File: src/rtl/dbsv_pkg.sv
// ----------------------------------------------------------------------------
// dbsv_pkg
// shared types, codes and constants of the dual bank save validator
// ----------------------------------------------------------------------------
`default_nettype none

package dbsv_pkg;

  // field widths
  localparam int unsigned OP_W     = 2;
  localparam int unsigned WORD_W   = 32;
  localparam int unsigned BLK_W    = 5;
  localparam int unsigned HSUM_W   = 16;
  localparam int unsigned CNT_W    = 32;
  localparam int unsigned STATUS_W = 2;
  localparam int unsigned BIU_W    = 6;
  localparam int unsigned CFG_IDX_W = 1;
  localparam int unsigned CFG_DATA_W = 32;

  // stream widths, padded to whole bytes
  localparam int unsigned IN_TDATA_W  = 120;
  localparam int unsigned OUT_TDATA_W = 40;

  // defaults
  localparam int unsigned MAX_BLOCKS_DEF = 32;
  localparam logic [BIU_W-1:0] BLOCKS_IN_USE_RST = 6'd14;

  // opcodes
  localparam logic [OP_W-1:0] OP_DATA       = 2'd0;
  localparam logic [OP_W-1:0] OP_SECTOR_END = 2'd1;
  localparam logic [OP_W-1:0] OP_FINISH     = 2'd2;
  localparam logic [OP_W-1:0] OP_CLEAR      = 2'd3;

  // status / bank class codes
  localparam logic [STATUS_W-1:0] ST_OK        = 2'd0;
  localparam logic [STATUS_W-1:0] ST_DAMAGED   = 2'd1;
  localparam logic [STATUS_W-1:0] ST_EMPTY     = 2'd2;
  localparam logic [STATUS_W-1:0] ST_DESTROYED = 2'd3;

  // result kinds
  localparam logic KIND_SECTOR  = 1'b0;
  localparam logic KIND_VERDICT = 1'b1;

  // configuration register indexes
  localparam logic [CFG_IDX_W-1:0] CFG_SAVE_MAGIC    = 1'd0;
  localparam logic [CFG_IDX_W-1:0] CFG_BLOCKS_IN_USE = 1'd1;

  // counter values that wrap against each other
  localparam logic [CNT_W-1:0] CNT_ZERO = 32'h0000_0000;
  localparam logic [CNT_W-1:0] CNT_MAX  = 32'hffff_ffff;

  typedef struct packed {
    logic [CNT_W-1:0]  header_count;
    logic [HSUM_W-1:0] header_sum;
    logic [BLK_W-1:0]  header_block;
    logic [WORD_W-1:0] header_id;
    logic              bank;
    logic [WORD_W-1:0] data_word;
    logic [OP_W-1:0]   opcode;
  } item_t;

  typedef struct packed {
    logic                active_bank;
    logic [CNT_W-1:0]    chosen_counter;
    logic [STATUS_W-1:0] status;
    logic                sector_valid;
    logic                result_kind;
  } result_t;

endpackage

`default_nettype wire

File: src/rtl/dual_bank_save_validator.sv
// ----------------------------------------------------------------------------
// dual_bank_save_validator
// checks two mirrored flash save banks and selects the bank to use
// ----------------------------------------------------------------------------
// Items enter through an input register and are worked in a single pass of
// logic into an output register, one item per cycle with no bubbles unless a
// result-making held item meets a stalled output. The 32-bit word add and
// the header compares work on the item in the input register. A data word
// adds into the running sum; a sector end folds the sum to 16 bits, checks
// the magic id and stored sum, updates the bank's present flag, block mask
// and counter, and returns one sector result; a finish item returns the
// verdict with the chosen counter; a clear item wipes the kept state. Data
// words and clears give no result. The input side keeps taking items while
// a result waits at the output as long as the held item makes no result or
// the output slot frees up. The user writes configuration through
// cfg_we/cfg_index/cfg_wdata only while idle; the block does not enforce it.
// ----------------------------------------------------------------------------
`default_nettype none

module dual_bank_save_validator #(
  parameter int unsigned MAX_BLOCKS = dbsv_pkg::MAX_BLOCKS_DEF
) (
  input  wire logic                                clk,
  input  wire logic                                rst_n,
  // configuration write port
  input  wire logic                                cfg_we,
  input  wire logic [dbsv_pkg::CFG_IDX_W-1:0]      cfg_index,
  input  wire logic [dbsv_pkg::CFG_DATA_W-1:0]     cfg_wdata,
  // input stream
  input  wire logic                                in_tvalid,
  output logic                                     in_tready,
  // data_word[31:0], bank[32], header_id[64:33], header_block[69:65],
  // header_sum[85:70], header_count[117:86], zero pad[119:118]
  input  wire logic [dbsv_pkg::IN_TDATA_W-1:0]     in_tdata,
  // opcode[1:0]
  input  wire logic [dbsv_pkg::OP_W-1:0]           in_tuser,
  // result stream
  output logic                                     out_tvalid,
  input  wire logic                                out_tready,
  // sector_valid[0], status[2:1], chosen_counter[34:3], active_bank[35],
  // zero pad[39:36]
  output logic [dbsv_pkg::OUT_TDATA_W-1:0]         out_tdata,
  // result_kind[0]
  output logic                                     out_tuser
);
  import dbsv_pkg::*;

  localparam int unsigned ITEM_W = $bits(item_t);
  localparam int unsigned RES_W  = $bits(result_t);

  // configuration registers
  logic [WORD_W-1:0] save_magic_r;
  logic [BIU_W-1:0]  blocks_in_use_r;

  // input register
  logic  s1_valid_r, s1_valid_nxt;
  item_t s1_item_r;

  // output register
  logic    out_valid_r, out_valid_nxt;
  result_t out_res_r;

  logic in_xfer;
  logic s1_has_result;
  logic out_free;
  logic s1_adv;
  item_t in_item;
  result_t res;

  logic                        sector_valid;
  logic [1:0]                  present;
  logic [1:0][MAX_BLOCKS-1:0]  block_mask;
  logic [1:0][CNT_W-1:0]       counter;
  logic [STATUS_W-1:0]         v_status;
  logic [CNT_W-1:0]            v_counter;

  // config writes
  always_ff @(posedge clk) begin
    if (!rst_n) begin
      save_magic_r    <= '0;
      blocks_in_use_r <= BLOCKS_IN_USE_RST;
    end else if (cfg_we) begin
      case (cfg_index)
        CFG_SAVE_MAGIC:    save_magic_r    <= cfg_wdata[WORD_W-1:0];
        CFG_BLOCKS_IN_USE: blocks_in_use_r <= cfg_wdata[BIU_W-1:0];
        default: begin
        end
      endcase
    end
  end

  // unpack the stream into an item, opcode from tuser
  assign in_item = item_t'({in_tdata[ITEM_W-OP_W-1:0], in_tuser});

  // the held item moves on when it makes no result or the output slot is free
  assign s1_has_result = (s1_item_r.opcode == OP_SECTOR_END) ||
                         (s1_item_r.opcode == OP_FINISH);
  assign out_free  = !out_valid_r || out_tready;
  assign s1_adv    = s1_valid_r && (!s1_has_result || out_free);
  assign in_tready = !s1_valid_r || s1_adv;
  assign in_xfer   = in_tvalid && in_tready;

  always_comb begin
    s1_valid_nxt = s1_valid_r;
    if (in_xfer) begin
      s1_valid_nxt = 1'b1;
    end else if (s1_adv) begin
      s1_valid_nxt = 1'b0;
    end
  end

  always_ff @(posedge clk) begin
    if (!rst_n) begin
      s1_valid_r <= 1'b0;
    end else begin
      s1_valid_r <= s1_valid_nxt;
    end
  end

  always_ff @(posedge clk) begin
    if (in_xfer) begin
      s1_item_r <= in_item;
    end
  end

  // kept state and sector check
  dbsv_bank_state #(
    .MAX_BLOCKS (MAX_BLOCKS)
  ) u_state (
    .clk          (clk),
    .rst_n        (rst_n),
    .upd          (s1_adv),
    .item         (s1_item_r),
    .save_magic   (save_magic_r),
    .sector_valid (sector_valid),
    .present      (present),
    .block_mask   (block_mask),
    .counter      (counter)
  );

  // finish verdict
  dbsv_verdict #(
    .MAX_BLOCKS (MAX_BLOCKS)
  ) u_verdict (
    .blocks_in_use  (blocks_in_use_r),
    .present        (present),
    .block_mask     (block_mask),
    .counter        (counter),
    .status         (v_status),
    .chosen_counter (v_counter)
  );

  // sector results carry zeros in the verdict fields and vice versa
  always_comb begin
    res = '0;
    if (s1_item_r.opcode == OP_FINISH) begin
      res.result_kind    = KIND_VERDICT;
      res.status         = v_status;
      res.chosen_counter = v_counter;
      res.active_bank    = v_counter[0];
    end else begin
      res.result_kind  = KIND_SECTOR;
      res.sector_valid = sector_valid;
    end
  end

  always_comb begin
    out_valid_nxt = out_valid_r;
    if (s1_adv && s1_has_result) begin
      out_valid_nxt = 1'b1;
    end else if (out_tready) begin
      out_valid_nxt = 1'b0;
    end
  end

  always_ff @(posedge clk) begin
    if (!rst_n) begin
      out_valid_r <= 1'b0;
    end else begin
      out_valid_r <= out_valid_nxt;
    end
  end

  always_ff @(posedge clk) begin
    if (s1_adv && s1_has_result) begin
      out_res_r <= res;
    end
  end

  assign out_tvalid = out_valid_r;
  assign out_tuser  = out_res_r.result_kind;
  assign out_tdata  = OUT_TDATA_W'(out_res_r[RES_W-1:1]);

  // a sector end that moves on shows up as a sector result next cycle
  a_sector_result: assert property (@(posedge clk) disable iff (!rst_n)
    (s1_adv && s1_item_r.opcode == OP_SECTOR_END) |=>
      (out_tvalid && out_tuser == KIND_SECTOR))
    else $error("sector end did not produce a sector result");

  // a finish item that moves on shows up as a verdict next cycle
  a_verdict_result: assert property (@(posedge clk) disable iff (!rst_n)
    (s1_adv && s1_item_r.opcode == OP_FINISH) |=>
      (out_tvalid && out_tuser == KIND_VERDICT))
    else $error("finish did not produce a verdict");

  // a clear leaves both banks empty
  a_clear_state: assert property (@(posedge clk) disable iff (!rst_n)
    (s1_adv && s1_item_r.opcode == OP_CLEAR) |=> (present == 2'b00))
    else $error("clear left a bank marked present");

  // without a good bank the counter reads zero
  a_no_bank_zero: assert property (@(posedge clk) disable iff (!rst_n)
    (out_tvalid && out_tuser == KIND_VERDICT &&
     (out_res_r.status == ST_EMPTY || out_res_r.status == ST_DESTROYED)) |->
      (out_res_r.chosen_counter == CNT_ZERO))
    else $error("counter reported without a usable bank");

endmodule

`default_nettype wire

File: src/rtl/dbsv_bank_state.sv
// ----------------------------------------------------------------------------
// dbsv_bank_state
// word accumulator, sector header check and per-bank kept state
// ----------------------------------------------------------------------------
`default_nettype none

module dbsv_bank_state #(
  parameter int unsigned MAX_BLOCKS = dbsv_pkg::MAX_BLOCKS_DEF
) (
  input  wire logic                          clk,
  input  wire logic                          rst_n,
  input  wire logic                          upd,
  input  wire dbsv_pkg::item_t               item,
  input  wire logic [dbsv_pkg::WORD_W-1:0]   save_magic,
  output logic                               sector_valid,
  output logic [1:0]                         present,
  output logic [1:0][MAX_BLOCKS-1:0]         block_mask,
  output logic [1:0][dbsv_pkg::CNT_W-1:0]    counter
);
  import dbsv_pkg::*;

  logic [WORD_W-1:0]            word_sum_r, word_sum_nxt;
  logic [1:0]                   present_r, present_nxt;
  logic [1:0][MAX_BLOCKS-1:0]   mask_r, mask_nxt;
  logic [1:0][CNT_W-1:0]        cnt_r, cnt_nxt;

  logic [HSUM_W-1:0]            fold;
  logic                         id_match;
  logic [MAX_BLOCKS-1:0]        blk_bit;

  // fold the running sum to 16 bits
  assign fold     = word_sum_r[WORD_W-1:HSUM_W] + word_sum_r[HSUM_W-1:0];
  assign id_match = (item.header_id == save_magic);
  assign sector_valid = id_match && (item.header_sum == fold);

  // block numbers at or above MAX_BLOCKS match no bit
  for (genvar i = 0; i < MAX_BLOCKS; i++) begin : g_blk
    assign blk_bit[i] = (item.header_block == BLK_W'(i));
  end

  always_comb begin
    word_sum_nxt = word_sum_r;
    present_nxt  = present_r;
    mask_nxt     = mask_r;
    cnt_nxt      = cnt_r;
    if (upd) begin
      case (item.opcode)
        OP_DATA: begin
          word_sum_nxt = word_sum_r + item.data_word;
        end
        OP_SECTOR_END: begin
          word_sum_nxt = '0;
          if (id_match) begin
            present_nxt[item.bank] = 1'b1;
          end
          if (sector_valid) begin
            cnt_nxt[item.bank]  = item.header_count;
            mask_nxt[item.bank] = mask_r[item.bank] | blk_bit;
          end
        end
        OP_CLEAR: begin
          word_sum_nxt = '0;
          present_nxt  = '0;
          mask_nxt     = '0;
          cnt_nxt      = '0;
        end
        default: begin
        end
      endcase
    end
  end

  always_ff @(posedge clk) begin
    if (!rst_n) begin
      word_sum_r <= '0;
      present_r  <= '0;
      mask_r     <= '0;
      cnt_r      <= '0;
    end else begin
      word_sum_r <= word_sum_nxt;
      present_r  <= present_nxt;
      mask_r     <= mask_nxt;
      cnt_r      <= cnt_nxt;
    end
  end

  assign present    = present_r;
  assign block_mask = mask_r;
  assign counter    = cnt_r;

endmodule

`default_nettype wire

File: src/rtl/dbsv_verdict.sv
// ----------------------------------------------------------------------------
// dbsv_verdict
// classifies both banks and picks the bank and counter to use
// ----------------------------------------------------------------------------
`default_nettype none

module dbsv_verdict #(
  parameter int unsigned MAX_BLOCKS = dbsv_pkg::MAX_BLOCKS_DEF
) (
  input  wire logic [dbsv_pkg::BIU_W-1:0]        blocks_in_use,
  input  wire logic [1:0]                        present,
  input  wire logic [1:0][MAX_BLOCKS-1:0]        block_mask,
  input  wire logic [1:0][dbsv_pkg::CNT_W-1:0]   counter,
  output logic [dbsv_pkg::STATUS_W-1:0]          status,
  output logic [dbsv_pkg::CNT_W-1:0]             chosen_counter
);
  import dbsv_pkg::*;

  logic [MAX_BLOCKS-1:0] full_mask;
  logic [1:0][STATUS_W-1:0] cls;
  logic wrap_pair;

  // low blocks_in_use bits set, clamped to MAX_BLOCKS
  for (genvar i = 0; i < MAX_BLOCKS; i++) begin : g_full
    assign full_mask[i] = (BIU_W'(i) < blocks_in_use);
  end

  for (genvar b = 0; b < 2; b++) begin : g_cls
    assign cls[b] = !present[b] ? ST_EMPTY :
                    (block_mask[b] == full_mask) ? ST_OK : ST_DAMAGED;
  end

  assign wrap_pair = (counter[0] == CNT_MAX && counter[1] == CNT_ZERO) ||
                     (counter[0] == CNT_ZERO && counter[1] == CNT_MAX);

  always_comb begin
    chosen_counter = CNT_ZERO;
    status         = ST_DESTROYED;
    if (cls[0] == ST_OK && cls[1] == ST_OK) begin
      status = ST_OK;
      if (wrap_pair) begin
        chosen_counter = CNT_ZERO;
      end else begin
        chosen_counter = (counter[0] < counter[1]) ? counter[1] : counter[0];
      end
    end else if (cls[0] == ST_OK) begin
      chosen_counter = counter[0];
      status = (cls[1] == ST_DAMAGED) ? ST_DAMAGED : ST_OK;
    end else if (cls[1] == ST_OK) begin
      chosen_counter = counter[1];
      status = (cls[0] == ST_DAMAGED) ? ST_DAMAGED : ST_OK;
    end else if (cls[0] == ST_EMPTY && cls[1] == ST_EMPTY) begin
      status = ST_EMPTY;
    end
  end

endmodule

`default_nettype wire

File: config.mk
export PLATFORM = sky130hd
export DESIGN_NAME = dual_bank_save_validator
export DESIGN_NICKNAME = d
export VERILOG_FILES = /design/src/rtl/dbsv_pkg.sv /design/src/rtl/dual_bank_save_validator.sv /design/src/rtl/dbsv_bank_state.sv /design/src/rtl/dbsv_verdict.sv
export SDC_FILE = /design/constraint.sdc
export NUM_CORES = 1
export LEC_CHECK = 0
export ABC_AREA = 1
export BUFFER_PORTS_ARGS = -buffer_cell sky130_fd_sc_hd__buf_2
export CAP_MARGIN = 20
export CORE_ASPECT_RATIO = 1.25
export CORE_UTILIZATION = 38
export CTS_CLUSTER_DIAMETER = 60
export DETAILED_ROUTE_END_ITERATION = 7
export HOLD_SLACK_MARGIN = 0.03
export PLACE_DENSITY_LB_ADDON = 0.12
export SYNTH_ARGS = -nofsm -noshare
export SYNTH_HDL_FRONTEND = slang
export SYNTH_SLANG_ARGS = --single-unit
File: constraint.sdc
create_clock -name clk -period 8.6 [get_ports clk]
set_input_delay 1.72 -clock clk [delete_from_list [all_inputs] [get_ports clk]]
set_output_delay 1.72 -clock clk [all_outputs]
set_load 0.01 [all_outputs]
==> results of run 1 <==
[logic make-up (layout without fill, tap and decap cells)]
group                    count (synthesis)  after routing  share of synthesized area [%]
AND/OR/NAND/NOR                       1192           1192                          27.36
XOR/XNOR                               102            102                          4.644
adder cells (fa/ha/maj)                 82             82                          5.322
AO/OA/AOI/OAI                          391            391                          11.04
flip-flops                             358            358                          44.63
other                                    1              8                        0.01917
buffers and inverters                  337            504                          6.992
[through the flow]
step | instance area, um2 | total power [W] | instances | util (%)
finish | 22510 | 0.004242 | 3295 | 44.45
global route | 22510 | 0.004421 | 3294 | 44.44
CTS | 22450 | 0.004296 | 3289 | 44.32
detailed placement | 21050 | 0.002448 | 3212 | 41.56
global placement | 21000 | 0.002431 | 3210 | 41.45
floorplan | 19570 | 0.002265 | 2466 | -
[final timing paths]
path / from / to / slack (ns) / cells after the start
max: u_state.word_sum_r[16]$_SDFFE_PN0P_ / u_state.block_mask[6]$_SDFFE_PN0P_ / 3.61 / 17
min: u_state.block_mask[26]$_SDFFE_PN0P_ / u_state.block_mask[26]$_SDFFE_PN0P_ / 0.46 / 2
max reg2reg: u_state.word_sum_r[16]$_SDFFE_PN0P_ / u_state.block_mask[6]$_SDFFE_PN0P_ / 3.61 / 17
min reg2reg: u_state.block_mask[26]$_SDFFE_PN0P_ / u_state.block_mask[26]$_SDFFE_PN0P_ / 0.46 / 2
[metal layers]
layer | GRT usage [%] | vias to the layer above | part of all wire, %
met5 | 0 | - | 0.068
met4 | 8.519 | 6 | 3.6
met2 | 37.42 | 507 | 48
met1 | 26.42 | 8063 | 42
met3 | 4.291 | 122 | 5.9
li1 | - | 8724 | -
[registers in the layout (all words and copies together) (netlist names)]
register,flops
s1_item_r,120
u_state.block_mask,64
u_state.counter,64
out_tdata,35
save_magic_r,32
u_state.word_sum_r,32
blocks_in_use_r,6
u_state.present,2
out_tuser,1
out_tvalid,1
s1_valid_r,1
[layout make-up]
cell class,count,area [um2],area share [%]
sequential,358,8728,38.77
inverter,211,797.0,3.540
tap,658,823.3,3.657
clock inverter,24,275.3,1.223
timing repair buffer,216,1211,5.380
multi-input combinational,1771,9545,42.40
clock buffer,53,1122,4.985
antenna,4,10.01,0.04446
[synthesized netlist by cell type, drive strengths merged]
cell type | instances | area share, %
o2111ai | 1 | 0.045
xor3 | 1 | 0.12
o22ai | 1 | 0.032
nor2 | 165 | 3.5
nand4 | 204 | 6.5
o221ai | 19 | 0.85
fa | 2 | 0.20
xor2 | 56 | 2.5
nand3b | 5 | 0.19
o21ai | 83 | 2.2
nor3 | 18 | 0.46
inv | 211 | 4.1
a31oi | 5 | 0.16
a21boi | 3 | 0.12
xnor2 | 45 | 2.0
o21a | 6 | 0.23
nand3 | 104 | 2.7
edfxtp | 156 | 24
a21oi | 238 | 6.1
nor3b | 1 | 0.038
ha | 80 | 5.1
o31ai | 2 | 0.077
or2 | 21 | 0.67
buf | 36 | 1.2
a221oi | 1 | 0.045
clkbuf | 90 | 1.7
o211ai | 21 | 0.81
a211oi | 2 | 0.077
a21o | 9 | 0.35
and2 | 1 | 0.032
nor4 | 22 | 0.70
dfxtp | 202 | 21
nand2 | 651 | 13
conb | 1 | 0.019
[where the power goes]
part / internal [W] / switching, W / leakage (nW)
clock: 0.00108 / 0.000744 / 0.674
combinational: 0.000180 / 0.000356 / 5.50
sequential: 0.00184 / 0.0000446 / 3.21
[worst reg2reg max path: cells and delay by family (launching register included)]
family | cells | cell delay (ns)
adders and majority gates | 2 | 0.70
and+or+nand+nor | 13 | 2.87
AOI/OAI and AO/OA | 1 | 0.10
DFF | 1 | 0.37
buffers and inverters | 1 | 0.84
==> results.cfg, run 1 <==
[die]
ios = 203
start_util_pct = 38.62
core_area_mm2 = 0.05065
die_y_um = 255.7
die_w_um = 204.9
rows = 92
die_area_mm2 = 0.05239

[global_route]
grt_pass1_vias = 17060
antenna_found_initial = 6
grt_pass1_wl_um = 90830
grt_use_total_pct = 21.76
gr-total-overflow = 0
grt_max_degree = 90

[power_and_ir_drop]
p_leak_nw = 9.377
powerDensity_mw_per_mm2 = 188.4
ir_drop_mv = 0.1542

[cells_and_area]
area_delta_synth_final_pct = 15.10
layout_commonest_cell = nand2_1
nFillCells = 5018
final_nets = 2842
layout-drive-gt1-share_pct = 12.50
final_cell_mix = nand2_1, a21oi_1, inv_1

[synthesis]
seq_area_frac_synth_pct = 44.63
synth_cells = 2463
yosysWarnings = 0
synth_area_mm2 = 0.01956
syn_area_per_cell_um2 = 7.941
synth_seq_cells = 358
synth_cell_types = 47

[clocking]
clockRootBuffer = clkbuf_16
cts_buffer_depth = 3
htreeDepth = 2
cts_resized = 0
clkTransAtPathRegs_ns = 0.06
clk_latency_ns = 0.58
cts_buffers = 42
cts_tree = done
post_cts_buffers = 0
holdBufCountCts = 0
clock-sinks = 358

[detailed_routing]
drc = 0
drt_iter0_markers = 1093
vias_per_cell = 5.287
wl_per_cell_um = 17.44
first_pass_iters = 5
ant_nets = 0
vias = 17420
wirelength_um = 57460

[sta]
fin_crit_sh_pct = 58.06
maxSlewViolCount = 0
fmax_ghz = 0.2003
setup-tns-final_ns = 0
setup_viol = 0
min_period_ns = 4.993
slew_headroom_pct = 31.48
timing.final.hold_violations = 0
rsz0062_at_grt = false
clock-skew-final_ns = 0.01884
tightest_slew_ns = 1.028
setup_ws_ns = 3.607
timing.hold.ws_ns = 0.4604

[setup_path]
path_max_fanout = 87
critPathMaxStageDelay_ns = 1.00
cp-start-kind = flip-flop
critical_path.top_delay_family = simple AND/OR/NAND/NOR gates
critical_path.endpoint_type = flip-flop
cp.buffers_inverters = 1
crit_arrival_ns = 5.43
critical_path_class = reg2reg
cpMostUsedCell = nand3_1
cp.required_ns = 9.03
cp_cell_sequence = ha_1 -> fa_1 -> nand3_1 -> nand3_1 -> nand3_1 -> nand3_1 -> nand2_1 -> nand2_1 -> nand2_1 -> nand3_1 -> nor2_1 -> nand4_1 -> nand2_4 -> buf_4 -> nand3_4 -> nand2_1 -> a21oi_1
cp_slowest_cell = nand3_4

[status]
outcome = completed

[placement]
dp_hpwl_um = 39040
globalplace.congestion = 0.9531
place_ws_ns = 3.604
portBuffers = 196

[job]
maxCapViolations = 0

[worst_hold_path]
hold_path.class = reg2reg
Power figures use the tool's default switching activity.
==> inputs of run 2 (changes only) <==
Clock period 8.6 ns to 4.43 ns, I/O delays scaled along.
==> results.cfg, run 2 (synthesized netlist as in run 1, its figures left out) <==
[clocking]
htreeDepth = 2
clkTransAtPathRegs_ns = 0.06
post_cts_buffers = 0
holdBufCountCts = 0
cts_buffers = 41
clk_latency_ns = 0.58
clock-sinks = 358
clockRootBuffer = clkbuf_16
cts_resized = 0
cts_tree = done
cts_buffer_depth = 3

[global_route]
grt_pass1_vias = 16940
gr-total-overflow = 0
grt_max_degree = 89
grt_pass1_wl_um = 90860
antenna_found_initial = 2
grt_use_total_pct = 21.81

[cells_and_area]
stdcell_count = 3299
layout_commonest_cell = nand2_1
area_delta_synth_final_pct = 15.33
regArea_mm2 = 0.008728
layout-drive-gt1-share_pct = 12.95
nFillCells = 5129
final_cell_mix = nand2_1, a21oi_1, inv_1
design_area_mm2 = 0.02256
regMostFlops = s1_item_r
final_nets = 2849
multi_input_comb_area_mm2 = 0.009530
largest_reg_flops = 120

[setup_path]
critPathMaxStageDelay_ns = 0.47
path_max_fanout = 48
crit_arrival_ns = 3.87
critical_path_class = reg2reg
critical_path.endpoint_type = flip-flop
cp_cell_sequence = ha_1 -> fa_1 -> nand3_1 -> nand3_1 -> nand3_1 -> nand3_1 -> nand2_1 -> nand2_1 -> nand2_1 -> nand3_1 -> nor2_1 -> nand4_1 -> nand2_4 -> nand3_2 -> buf_4 -> nand2_1 -> a21oi_1
cp-start-kind = flip-flop
cp_slowest_cell = nand2_4
cpMostUsedCell = nand3_1
cp.required_ns = 4.83

[status]
outcome = completed

[sta]
min_period_ns = 3.467
fin_crit_sh_pct = 78.26
rsz0062_at_grt = false
slew_headroom_pct = 32.19
timing.final.hold_violations = 0
maxSlewViolCount = 0
setup_viol = 0
timing.hold.ws_ns = 0.4626
clock-skew-final_ns = 0.01549
fmax_ghz = 0.2884
tightest_slew_ns = 1.017
setup-tns-final_ns = 0

[detailed_routing]
vias_per_cell = 5.239
first_pass_iters = 5
wirelength_um = 57520
drt_iter0_markers = 898
vias = 17280
wl_per_cell_um = 17.44
drc = 0
ant_nets = 0

[die]
rows = 92
die_w_um = 204.9
start_util_pct = 38.62
die_y_um = 255.7
die_area_mm2 = 0.05239
ios = 203
core_area_mm2 = 0.05065

[power_and_ir_drop]
powerDensity_mw_per_mm2 = 364.2
power_w = 0.008215
p_leak_nw = 9.413
ir_drop_mv = 0.3022

[placement]
placed_cells = 3221
postPlaceCellArea_mm2 = 0.02111
portBuffers = 196
globalplace.congestion = 0.8816
dp_hpwl_um = 39900

[job]
maxCapViolations = 0

[worst_hold_path]
hold_path.class = reg2reg
-- run 2: metrics by stage --
stage / worst slack (ns) / util [%]
2_1_floorplan: 1.171 / -
3_3_place_gp: 0.9618 / 41.68
3_5_place_dp: 0.9648 / 41.68
4_1_cts: 0.9510 / 44.50
5_1_grt: 0.6450 / 44.53
6_report: 0.9629 / 44.54
-- run 2: final timing paths --
kind | startpoint | to | slack (ns) | cells after the start
worst max-delay path | u_state.word_sum_r[16]$_SDFFE_PN0P_ | u_state.block_mask[21]$_SDFFE_PN0P_ | 0.96 | 17
worst min-delay path | u_state.block_mask[22]$_SDFFE_PN0P_ | u_state.block_mask[22]$_SDFFE_PN0P_ | 0.46 | 2
worst max register to register | u_state.word_sum_r[16]$_SDFFE_PN0P_ | u_state.block_mask[21]$_SDFFE_PN0P_ | 0.96 | 17
worst min register to register | u_state.block_mask[22]$_SDFFE_PN0P_ | u_state.block_mask[22]$_SDFFE_PN0P_ | 0.46 | 2
-- run 2: final cells by class --
class	count	share of cell area, %
Clock inverter	23	1.170
Timing Repair Buffer	224	5.536
Sequential cell	358	38.70
Multi-Input combinational cell	1771	42.25
Clock buffer	53	5.153
Antenna cell	1	0.01109
Inverter	211	3.533
Tap cell	658	3.650
-- run 2: critical path, delay by kind of cell (launching register included) --
kind | cells | cell delay, ns
and+or+nand+nor | 13 | 1.77
buffers and inverters | 1 | 0.33
AOI/OAI and AO/OA | 1 | 0.06
adders and majority gates | 2 | 0.70
DFF | 1 | 0.37
-- run 2: layer usage --
layer	global-route usage [%]	vias to the layer above	wire, um	part of all wire, %
met1	27.51	7967	24500	43
met4	6.975	4	1547	2.7
met3	3.438	101	3039	5.3
met5	0	-	26	0.045
li1	-	8733	-	-
met2	37.66	479	28410	49
-- run 2: where the power goes --
group	leakage, nW	internal (W)	switching, W
registers	3.21	0.00357	0.0000847
clock network	0.686	0.00211	0.00143
logic	5.52	0.000339	0.000685
